<file path="config.mk">
export PLATFORM = sky130hd
export DESIGN_NAME = best_fit_partition_allocator_top
export DESIGN_NICKNAME = d
export VERILOG_FILES = /design/src/bfpa_pkg.sv /design/src/bfpa_ctrl.sv /design/src/bfpa_dp.sv /design/src/best_fit_partition_allocator_top.sv
export SDC_FILE = /design/constraint.sdc
export NUM_CORES = 2
export LEC_CHECK = 0
export BUFFER_PORTS_ARGS = -buffer_cell sky130_fd_sc_hd__buf_2
export CAP_MARGIN = 25
export CORE_ASPECT_RATIO = 0.8
export CORE_MARGIN = 3
export CORE_UTILIZATION = 55
export DETAILED_ROUTE_END_ITERATION = 10
export PLACE_DENSITY = 0.71
export SLEW_MARGIN = 10
export SYNTH_ARGS = -nofsm -noshare
export SYNTH_HDL_FRONTEND = slang
export SYNTH_SLANG_ARGS = --single-unit
</file>
<file path="constraint.sdc">
create_clock -name clk -period 8.3 [get_ports clk]
set_clock_uncertainty 0.05 [all_clocks]
set_input_delay 1.245 -clock clk [delete_from_list [all_inputs] [get_ports clk]]
set_output_delay 1.245 -clock clk [all_outputs]
set_load 0.01 [all_outputs]
</file>
<file path="src/bfpa_pkg.sv">
package bfpa_pkg;

  localparam int FREE_ENTRIES_DEF = 16;
  localparam int USED_ENTRIES_DEF = 16;
  localparam logic [15:0] TOTAL_RESET = 16'd1024;

  typedef enum logic [1:0] {
    ST_OK      = 2'd0,
    ST_NOFIT   = 2'd1,
    ST_UNKNOWN = 2'd2,
    ST_FULL    = 2'd3
  } status_t;

  localparam logic CMD_ALLOC = 1'b0;
  localparam logic CMD_FREE  = 1'b1;

  typedef struct packed {
    logic        cmd;
    logic [15:0] request_size;
    logic [15:0] process_id;
  } in_item_t;

  typedef struct packed {
    logic [1:0]  status;
    logic [15:0] start_address;
    logic [15:0] assigned_id;
  } out_item_t;

  // controller to datapath
  typedef struct packed {
    logic load;      // latch the item, clear scan results
    logic scan;      // examine entry at scan index
    logic commit;    // apply the update
    logic respond;   // drive the result
  } dp_cmd_t;

  // datapath to controller
  typedef struct packed {
    logic scan_last;
  } dp_stat_t;

endpackage

</file>
<file path="src/bfpa_ctrl.sv">
module bfpa_ctrl (
  input  logic               clk,
  input  logic               rst_n,
  input  logic               start,
  output logic               busy,
  input  bfpa_pkg::dp_stat_t stat,
  output bfpa_pkg::dp_cmd_t  cmd
);
  import bfpa_pkg::*;

  typedef enum logic [3:0] {
    S_IDLE   = 4'b0001,
    S_SCAN   = 4'b0010,
    S_COMMIT = 4'b0100,
    S_RESP   = 4'b1000
  } state_t;

  state_t state_r, state_nxt;

  always_comb begin
    state_nxt = state_r;
    cmd = '0;
    case (state_r)
      S_IDLE: begin
        if (start) begin
          cmd.load = 1'b1;
          state_nxt = S_SCAN;
        end
      end
      S_SCAN: begin
        cmd.scan = 1'b1;
        if (stat.scan_last) state_nxt = S_COMMIT;
      end
      S_COMMIT: begin
        cmd.commit = 1'b1;
        state_nxt = S_RESP;
      end
      S_RESP: begin
        cmd.respond = 1'b1;
        state_nxt = S_IDLE;
      end
      default: state_nxt = S_IDLE;
    endcase
  end

  assign busy = (state_r != S_IDLE);

  always_ff @(posedge clk) begin
    if (!rst_n) state_r <= S_IDLE;
    else        state_r <= state_nxt;
  end
endmodule

</file>
<file path="src/bfpa_dp.sv">
module bfpa_dp #(
  parameter int FREE_ENTRIES = bfpa_pkg::FREE_ENTRIES_DEF,
  parameter int USED_ENTRIES = bfpa_pkg::USED_ENTRIES_DEF
) (
  input  logic                clk,
  input  logic                rst_n,
  input  logic                cfg_we,
  input  logic [15:0]         cfg_wdata,
  input  bfpa_pkg::in_item_t  in_item,
  input  bfpa_pkg::dp_cmd_t   cmd,
  output bfpa_pkg::dp_stat_t  stat,
  output logic                out_valid,
  output bfpa_pkg::out_item_t out_item
);
  import bfpa_pkg::*;

  localparam int FW = (FREE_ENTRIES > 1) ? $clog2(FREE_ENTRIES) : 1;
  localparam int UW = (USED_ENTRIES > 1) ? $clog2(USED_ENTRIES) : 1;
  localparam int MAXN = (FREE_ENTRIES > USED_ENTRIES) ? FREE_ENTRIES : USED_ENTRIES;
  localparam int SW = $clog2(MAXN + 1);

  logic [15:0] fs_r [FREE_ENTRIES];
  logic [16:0] fl_r [FREE_ENTRIES];
  logic [FREE_ENTRIES-1:0] fv_r;
  logic [15:0] uo_r [USED_ENTRIES];
  logic [15:0] us_r [USED_ENTRIES];
  logic [16:0] ul_r [USED_ENTRIES];
  logic [USED_ENTRIES-1:0] uv_r;
  logic [15:0] next_id_r;

  in_item_t item_r;
  logic [SW-1:0] idx_r;
  // best fit / free slot
  logic          best_ok_r;
  logic [FW-1:0] best_r;
  logic [16:0]   best_len_r;
  logic [15:0]   best_start_r;
  logic          fslot_ok_r;
  logic [FW-1:0] fslot_r;
  // used slot / hit
  logic          uslot_ok_r;
  logic [UW-1:0] uslot_r;
  logic          hit_ok_r;
  logic [UW-1:0] hit_r;

  out_item_t res_r;
  logic      ovalid_r;

  assign stat.scan_last = (idx_r == SW'(MAXN - 1));
  assign out_valid = ovalid_r;
  assign out_item  = res_r;

  logic [FW-1:0] fi;
  logic [UW-1:0] ui;
  logic f_in, u_in;
  assign fi = idx_r[FW-1:0];
  assign ui = idx_r[UW-1:0];
  assign f_in = (idx_r < SW'(FREE_ENTRIES));
  assign u_in = (idx_r < SW'(USED_ENTRIES));

  logic [16:0] req17;
  assign req17 = {1'b0, item_r.request_size};
  logic [16:0] rem;
  assign rem = best_len_r - req17;
  logic [15:0] nid;
  assign nid = next_id_r + 16'd1;

  always_ff @(posedge clk) begin
    ovalid_r <= 1'b0;
    if (cmd.load) begin
      item_r <= in_item;
      idx_r <= '0;
      best_ok_r <= 1'b0;
      fslot_ok_r <= 1'b0;
      uslot_ok_r <= 1'b0;
      hit_ok_r <= 1'b0;
      best_r <= '0;
      best_len_r <= '0;
      best_start_r <= '0;
      fslot_r <= '0;
      uslot_r <= '0;
      hit_r <= '0;
    end
    if (cmd.scan) begin
      idx_r <= idx_r + SW'(1);
      if (f_in) begin
        if (fv_r[fi] && fl_r[fi] >= req17 &&
            (!best_ok_r || fl_r[fi] < best_len_r ||
             (fl_r[fi] == best_len_r && fs_r[fi] < best_start_r))) begin
          best_ok_r <= 1'b1;
          best_r <= fi;
          best_len_r <= fl_r[fi];
          best_start_r <= fs_r[fi];
        end
        if (!fv_r[fi] && !fslot_ok_r) begin
          fslot_ok_r <= 1'b1;
          fslot_r <= fi;
        end
      end
      if (u_in) begin
        if (!uv_r[ui] && !uslot_ok_r) begin
          uslot_ok_r <= 1'b1;
          uslot_r <= ui;
        end
        if (uv_r[ui] && uo_r[ui] == item_r.process_id && !hit_ok_r) begin
          hit_ok_r <= 1'b1;
          hit_r <= ui;
        end
      end
    end
    if (cmd.commit) begin
      res_r <= '0;
      if (item_r.cmd == CMD_ALLOC) begin
        if (item_r.request_size == 16'd0 || !best_ok_r) res_r.status <= ST_NOFIT;
        else if (!uslot_ok_r) res_r.status <= ST_FULL;
        else begin
          res_r.status <= ST_OK;
          res_r.start_address <= best_start_r;
          res_r.assigned_id <= nid;
          next_id_r <= nid;
          uo_r[uslot_r] <= nid;
          us_r[uslot_r] <= best_start_r;
          ul_r[uslot_r] <= req17;
          uv_r[uslot_r] <= 1'b1;
          fs_r[best_r] <= best_start_r + item_r.request_size;
          fl_r[best_r] <= rem;
          if (rem <= 17'd1) fv_r[best_r] <= 1'b0;
        end
      end else begin
        if (!hit_ok_r) res_r.status <= ST_UNKNOWN;
        else if (!fslot_ok_r) res_r.status <= ST_FULL;
        else begin
          res_r.status <= ST_OK;
          res_r.start_address <= us_r[hit_r];
          fs_r[fslot_r] <= us_r[hit_r];
          fl_r[fslot_r] <= ul_r[hit_r];
          fv_r[fslot_r] <= 1'b1;
          uv_r[hit_r] <= 1'b0;
        end
      end
    end
    if (cmd.respond) ovalid_r <= 1'b1;
    // reload of the free table on a size write
    if (cfg_we) begin
      fv_r <= FREE_ENTRIES'(1);
      fs_r[0] <= '0;
      fl_r[0] <= {1'b0, cfg_wdata};
    end
    if (!rst_n) begin
      ovalid_r <= 1'b0;
      fv_r <= FREE_ENTRIES'(1);
      fs_r[0] <= '0;
      fl_r[0] <= {1'b0, TOTAL_RESET};
      uv_r <= '0;
      next_id_r <= '0;
      idx_r <= '0;
    end
  end
endmodule

</file>
<file path="src/best_fit_partition_allocator_top.sv">
// best-fit partition allocator: one result item per input item
// throughput: one item at a time; busy is high through the entry-by-entry table scan,
//   commit and respond; the receiver cannot stall, results last one cycle
// reset: synchronous active-low rst_n; free table holds one block of 1024 units
module best_fit_partition_allocator_top #(
  parameter int FREE_ENTRIES = bfpa_pkg::FREE_ENTRIES_DEF,
  parameter int USED_ENTRIES = bfpa_pkg::USED_ENTRIES_DEF
) (
  input  logic                clk,
  input  logic                rst_n,
  input  logic                start,
  output logic                busy,
  input  bfpa_pkg::in_item_t  in_item,
  output logic                out_valid,
  output bfpa_pkg::out_item_t out_item,
  input  logic                cfg_we,
  input  logic [15:0]         cfg_wdata
);
  import bfpa_pkg::*;

  dp_cmd_t  dcmd;
  dp_stat_t dstat;

  // sequencer: idle, scan every table entry, commit, respond
  bfpa_ctrl u_ctrl (
    .clk   (clk),
    .rst_n (rst_n),
    .start (start),
    .busy  (busy),
    .stat  (dstat),
    .cmd   (dcmd)
  );

  // tables, best-fit tracking and result register
  bfpa_dp #(
    .FREE_ENTRIES (FREE_ENTRIES),
    .USED_ENTRIES (USED_ENTRIES)
  ) u_dp (
    .clk       (clk),
    .rst_n     (rst_n),
    .cfg_we    (cfg_we),
    .cfg_wdata (cfg_wdata),
    .in_item   (in_item),
    .cmd       (dcmd),
    .stat      (dstat),
    .out_valid (out_valid),
    .out_item  (out_item)
  );
endmodule

</file>
### Word-level counts from Yosys, hierarchy flattened

Memory sizes are Yosys's and may differ from the RTL's. A register that Yosys moved wholly into a read port is not among the register bits.
Index checks and enable logic that the tools add are counted.

| cells by class | value |
|---|---|
| $add $sub $neg | 4 |
| magnitude comparators | 14 |
| eq/ne operators | 13 |
| mux-type cells | 110 |
| bitwise logic cells | 12 |
| reduce and logical (&&, ||, !) cells | 32 |

Operators with widths:

| cell | number |
|---|---|
| 2-to-1 mux 16 bit | 19 |
| 2-to-1 mux 4 bit | 26 |
| 2-to-1 mux 17 bit | 6 |
| 2-to-1 mux 32 bit | 2 |
| 2-to-1 mux 1 bit | 43 |
| bitwise AND 16 bit | 2 |
| inverter 16 bit | 2 |
| bitwise OR 16 bit | 2 |
| < comparator 4 x 5 -> 1 bit (second input constant) | 5 |
| 2-to-1 mux 18 bit | 1 |
| == test 17 bit | 1 |
| >= comparator 17 x 16 -> 1 bit | 1 |
| <= comparator 17 x 1 -> 1 bit (second input constant) | 1 |
| < comparator 17 bit | 1 |
| OR reduction 17 bit | 1 |
| subtractor 17 x 16 -> 17 bit | 1 |
| adder 16 x 1 -> 16 bit (second input constant) | 1 |
| adder 16 bit | 1 |
| demux 1 bit (select 4 bit) | 4 |
| == test 16 bit | 1 |
| >= comparator 4 x 1 -> 1 bit (second input constant) | 4 |
| zero test 16 bit | 1 |
| < comparator 16 bit | 1 |
| OR reduction 16 bit | 1 |
| 26 further kinds | 57 |

| storage, ports and cells | value |
|---|---|
| flip-flop bits (word level) | 178 |
| RAM bits | 1296 |
| bits of input ports | 53 |
| word-level logic and storage cells | 212 |
| memories kept | 5 |

Memories:

| name | words | bits a word | rd ports | clocked after Yosys merged registers in | wr ports | RTL line | source |
|---|---|---|---|---|---|---|---|
| u_dp.fl_r | 16 | 17 | 1 | 1 | 2 | bfpa_dp.sv:23 | `logic [16:0] fl_r [FREE_ENTRIES];` |
| u_dp.fs_r | 16 | 16 | 1 | 1 | 2 | bfpa_dp.sv:22 | `logic [15:0] fs_r [FREE_ENTRIES];` |
| u_dp.ul_r | 16 | 16 | 1 | 1 | 1 | bfpa_dp.sv:27 | `logic [16:0] ul_r [USED_ENTRIES];` |
| u_dp.uo_r | 16 | 16 | 1 | 1 | 1 | bfpa_dp.sv:25 | `logic [15:0] uo_r [USED_ENTRIES];` |
| u_dp.us_r | 16 | 16 | 1 | 1 | 1 | bfpa_dp.sv:26 | `logic [15:0] us_r [USED_ENTRIES];` |

### Longest topological paths before layout

| depth | value |
|---|---|
| depth in word-level cells | 10 |
| depth in mapped cells | 21 |

### Modules after synthesis

A second synthesis with hierarchy kept.

| unflattened totals | value |
|---|---|
| cells, all modules | 3125 |
| area total of the unflattened synthesis | 60035.1 sq um |

By module, submodules not included:

| module | times used | cells each | area each (sq um) | sequential area each (sq um) |
|---|---|---|---|---|
| bfpa_dp | 1 | 3106 | 59832.4 | 42981.2 |
| bfpa_ctrl | 1 | 19 | 202.7 | 80.1 |

### Worst setup path before layout

OpenSTA, ideal clock, no wires.

| timing path | value |
|---|---|
| kind | reg-to-reg |
| from | register u_dp.item_r[16] (netlist bit) |
| to | memory u_dp.ul_r[4][0] (netlist bit) (enable) |
| data arrival time | 5037 ps |
| path slack | 2699 ps |
| cell stages (with the launch flop) | 8 |
| period minus slack after synthesis | 5601 ps |
| cells stage by stage | edfxtp_1 > nor4_1 > nand4_1 > nand2_1 > nor3b_1 > nand2_1 > or3_1 > nor3_1 |

| between the ends | value |
|---|---|
| cells in the longest elaborated chain, start to end | 6 |

Ends and longest elaborated chain:

| element | RTL line | source |
|---|---|---|
| from (decl) | bfpa_dp.sv:31 | `in_item_t item_r;` |
| from (signal assigned) | bfpa_dp.sv:71 | `item_r <= in_item;` |
| zero test 16 bit | bfpa_dp.sv:114 | `if (item_r.request_size == 16'd0 \|\| !best_ok_r) res_r.status <= ST_NOFIT;` |
| logical OR 1 bit | bfpa_dp.sv:114 |  |
| 2-to-1 mux 1 bit | bfpa_dp.sv:114 |  |
| 2-to-1 mux 1 bit | bfpa_dp.sv:113 | `if (item_r.cmd == CMD_ALLOC) begin` |
| 2-to-1 mux 1 bit | bfpa_dp.sv:111 | `if (cmd.commit) begin` |
| 2-to-1 mux 1 bit (implied by the code) | bfpa_dp.sv:123 | `ul_r[uslot_r] <= req17;` |
| to (decl) | bfpa_dp.sv:27 |  |

No other way between the ends.

==> run_summary.xml <==
<?xml version="1.0" encoding="UTF-8"?>
<metrics>
  <group name="status">
    <metric name="status" unit="">finished, final reports clean</metric>
  </group>
  <group name="placed_design">
    <metric name="placedCellCount" unit="">4510</metric>
    <metric name="minimum_setup_slack_after_placement" unit="ns">2.72</metric>
    <metric name="portBuffers" unit="">88</metric>
    <metric name="place.gp.congestion" unit="">0.892</metric>
    <metric name="detailed_placement_hpwl" unit="microns">84300</metric>
    <metric name="place_area" unit="sq um">62100</metric>
  </group>
  <group name="pwr">
    <metric name="totalPowerFinal" unit="uW">15200</metric>
    <metric name="power_frac_seq" unit="%">53.8</metric>
    <metric name="p_per_area" unit="nW/um^2">227</metric>
    <metric name="clockPowerShare" unit="%">43.0</metric>
    <metric name="cellInternalPower" unit="uW">12000</metric>
    <metric name="power_switching_share" unit="%">20.7</metric>
    <metric name="combPwrFrac" unit="%">3.2</metric>
    <metric name="ir_drop" unit="V">0.000187</metric>
    <metric name="cellLeakagePower" unit="uW">0.0215</metric>
    <metric name="netSwitchingPower" unit="uW">3140</metric>
  </group>
  <group name="route">
    <metric name="wirelength_per_cell" unit="microns">30.5</metric>
    <metric name="drt-pass1-iter-count" unit="">5</metric>
    <metric name="wirelength" unit="microns">146000</metric>
    <metric name="drt-vias-per-instance" unit="">6.57</metric>
    <metric name="ant_nets" unit="">0</metric>
    <metric name="detail_route.iter0.violations" unit="">4213</metric>
    <metric name="drt_drc_violations_left" unit="">0</metric>
    <metric name="vias" unit="">31500</metric>
  </group>
  <group name="synth">
    <metric name="post_synth_num_cell_types" unit="">71</metric>
    <metric name="synth_top_flop_cell" unit="">edfxtp_1</metric>
    <metric name="postSynthRegisterBits" unit="">1478</metric>
    <metric name="yosys.area.top_type" unit="">edfxtp_1</metric>
    <metric name="synth_seq_area_share" unit="%">72.4</metric>
    <metric name="synth_common_cells" unit="">edfxtp_1, mux4_2, nand2_1, dfxtp_1, clkbuf_1</metric>
    <metric name="edff_count_synth" unit="">1346</metric>
    <metric name="post_synth_inst_count" unit="">3064</metric>
    <metric name="synthArstFlopShare" unit="%">0</metric>
    <metric name="mappedNetlistNets" unit="">3201</metric>
    <metric name="synth_warnings" unit="">0</metric>
    <metric name="top_count_cell_post_synth" unit="">edfxtp_1</metric>
    <metric name="synthTopCellsByArea" unit="">edfxtp_1, mux4_2, dfxtp_1, ha_1, nand2_1</metric>
    <metric name="mappedNetlistArea" unit="sq um">59500</metric>
    <metric name="synth_top_area_share" unit="%">67.9</metric>
    <metric name="synth.avg_cell_area" unit="sq um">19.4</metric>
  </group>
  <group name="clocking">
    <metric name="clkTransAtPathRegs" unit="ns">0.06</metric>
    <metric name="clkLatencyLatePin" unit="ns">0.77</metric>
    <metric name="clk_path_buf_depth" unit="">3</metric>
    <metric name="cts-hold-fix-buffers" unit="">0</metric>
    <metric name="postCtsSetupRepairBufs" unit="">0</metric>
    <metric name="cts.sink_count" unit="">1478</metric>
    <metric name="cts_inserted_buffers" unit="">143</metric>
    <metric name="root_buffer" unit="">clkbuf_16</metric>
    <metric name="cts_repair_resize_count" unit="">0</metric>
    <metric name="tritoncts_clock_tree" unit="">done</metric>
    <metric name="htree_levels" unit="">4</metric>
  </group>
  <group name="worst_setup_path">
    <metric name="timing.critical_path.required" unit="ns">8.91</metric>
    <metric name="crit_fanout" unit="">34</metric>
    <metric name="reg_to_reg_endpoint" unit="">u_dp.best_start_r[5]</metric>
    <metric name="destination_of_the_critical_timing_path" unit="">u_dp.best_start_r[5]</metric>
    <metric name="timing.critical_path.from_type" unit="">flip-flop</metric>
    <metric name="endpoint_kind" unit="">flip-flop</metric>
    <metric name="r2r_setup_slack" unit="ns">2.71</metric>
    <metric name="worst-r2r-cell-count" unit="">13</metric>
    <metric name="critPathArrivalTime" unit="ns">6.20</metric>
    <metric name="worst-setup-path-type" unit="">flip-flop to flip-flop</metric>
  </group>
  <group name="timing">
    <metric name="timing.final.setup_violations" unit="">0</metric>
    <metric name="tightest_slew" unit="ns">1.11</metric>
    <metric name="finalCritPeriodShare" unit="%">67.3</metric>
    <metric name="max_slew_margin" unit="%">26.2</metric>
    <metric name="maxSlewViolCount" unit="">0</metric>
    <metric name="final.min_clock_period" unit="ns">5.59</metric>
    <metric name="final_hold_viol_count" unit="">0</metric>
    <metric name="fin_ws" unit="ns">2.71</metric>
    <metric name="timing.fmax" unit="MHz">179</metric>
    <metric name="timing.setup.tns" unit="ns">0</metric>
    <metric name="rsz0062_at_grt" unit="">no</metric>
  </group>
  <group name="worst_hold_path">
    <metric name="hold_path_class" unit="">flip-flop to flip-flop</metric>
    <metric name="worst_hold_path.num_cells" unit="">1</metric>
    <metric name="hold_path.startpoint" unit="">u_dp.fs_r[0][14]</metric>
  </group>
  <group name="grt">
    <metric name="antenna_found_initial" unit="">1</metric>
    <metric name="pin_count_of_the_biggest_net_entering_global_routing" unit="">73</metric>
    <metric name="sum_of_overflow_across_all_layers_after_global_routing" unit="">0</metric>
    <metric name="grt_pass1_vias" unit="">31400</metric>
    <metric name="global_route_wire_length_before_repair" unit="microns">215000</metric>
    <metric name="gr-usage-all-layers" unit="%">26.4</metric>
  </group>
  <group name="layout">
    <metric name="post_route_cell_area" unit="sq um">67000</metric>
    <metric name="area.growth.synth_to_final" unit="%">12.6</metric>
    <metric name="num_antenna_cells" unit="">0</metric>
    <metric name="drive_gt1_share" unit="%">26.6</metric>
    <metric name="nets" unit="">3399</metric>
    <metric name="finish.cell_count_without_fillers" unit="">4798</metric>
  </group>
  <group name="die">
    <metric name="initial_utilization" unit="%">55.7</metric>
    <metric name="ios" unit="">89</metric>
    <metric name="die_area" unit="sq um">112000</metric>
    <metric name="die_h" unit="microns">300</metric>
    <metric name="core" unit="sq um">107000</metric>
    <metric name="die_width" unit="microns">374</metric>
    <metric name="std_cell_rows" unit="">107</metric>
  </group>
  <group name="run">
    <metric name="cap_viol_max_count" unit="">0</metric>
  </group>
</metrics>
stage by stage:
stage | hold slack [ns] | utilization (%)
after floorplan | 0.365 | -
after global placement | 0.403 | 58.0
after detailed placement | 0.406 | 58.1
after CTS | 0.422 | 62.5
after global routing | 0.439 | 62.7
final | 0.420 | 62.7
flip-flops by register name, summed over array words and instances (netlist names), 5 cells and up, named ones only:
name / cells
u_dp.fl_r: 272
u_dp.fs_r: 256
u_dp.ul_r: 256
u_dp.uo_r: 256
u_dp.us_r: 256
u_dp.out_item: 34
u_dp.item_r: 33
u_dp.best_len_r: 17
u_dp.best_start_r: 16
u_dp.fv_r: 16
u_dp.next_id_r: 16
u_dp.uv_r: 16
u_dp.idx_r: 5
power by group through the flow:
stage | clock [uW] | sequential [uW] | combinational [uW]
2_1_floorplan | 0 | 8330 | 283
3_3_place_gp | 0 | 8330 | 443
3_5_place_dp | 0 | 8330 | 464
4_1_cts | 6610 | 8170 | 467
5_1_grt | 6910 | 8170 | 523
6_report | 6520 | 8170 | 487
final cells by class:
cell class	instances	area, sq um
inverter	77	290
tap	1417	1770
clock inverter	88	870
sequential	1478	43100
multi-input combinational	1358	15800
fill	7281	39800
timing repair buffer	204	1380
clock buffer	176	3840
cells by family after synthesis:
logic type | share of synthesized area, %
compound gates | 4.04
buf+inv | 1.58
mux | 15.8
simple gates | 3.56
flops | 72.4
xor+xnor | 0.854
fa+ha+maj | 1.79
worst min-delay path by stage:
stage / slack [ns] / to
2_1_floorplan: 0.37 / u_dp.fs_r[0][9]
3_3_place_gp: 0.40 / u_dp.fs_r[0][10]
3_5_place_dp: 0.41 / u_dp.fs_r[0][5]
4_1_cts: 0.42 / u_dp.fv_r[9]
5_1_grt: 0.44 / u_dp.fs_r[0][8]
6_report: 0.42 / u_dp.fs_r[0][14]
worst max-delay path, stage by stage (launching register included):
cell	delay, ns
dfxtp_4	0.72
buf_4	0.50
mux4_2	0.56
mux4_2	0.52
ha_1	0.33
nand4_1	0.21
nor2_1	0.26
nand3_1	0.25
a21oi_1	0.19
nor4bb_1	0.69
o2111a_2	0.57
buf_4	0.42
nand2_1	0.11
o31ai_1	0.07
cell usage in the layout (no fill, tap or decap), types with 12 or more instances in the layout:
master / count
a21oi_1: 53
clkbuf_1: 23
inv_1: 74
o311ai_0: 12
edfxtp_1: 1346
nor3_1: 21
clkinv_2: 29
o31ai_1: 42
ha_1: 82
nor2_1: 59
or3_1: 12
o21a_1: 13
xor2_1: 16
a21o_1: 29
and3_1: 13
nand3_1: 34
bufinv_16: 13
buf_4: 110
a22o_1: 32
nand2b_1: 20
and2_1: 29
nand2_1: 152
a211oi_1: 12
nor2b_1: 16
dfxtp_1: 125
nor2_4: 28
mux2i_1: 18
xnor2_1: 39
buf_2: 88
clkbuf_16: 146
mux4_2: 408
a21boi_0: 14
clkinv_1: 26
o21ai_0: 68
nand4_1: 18
metal layers:
layer,wire [microns],GRT usage (%),share of wire [%],vias to the layer above
li1,-,-,-,13000
met1,60000,39.3,41,16600
met2,69100,40.7,47,1706
met3,14200,5.09,9.7,203
met4,3150,7.52,2.2,0
met5,0,0,0,-
Power figures use the tool's default switching activity.
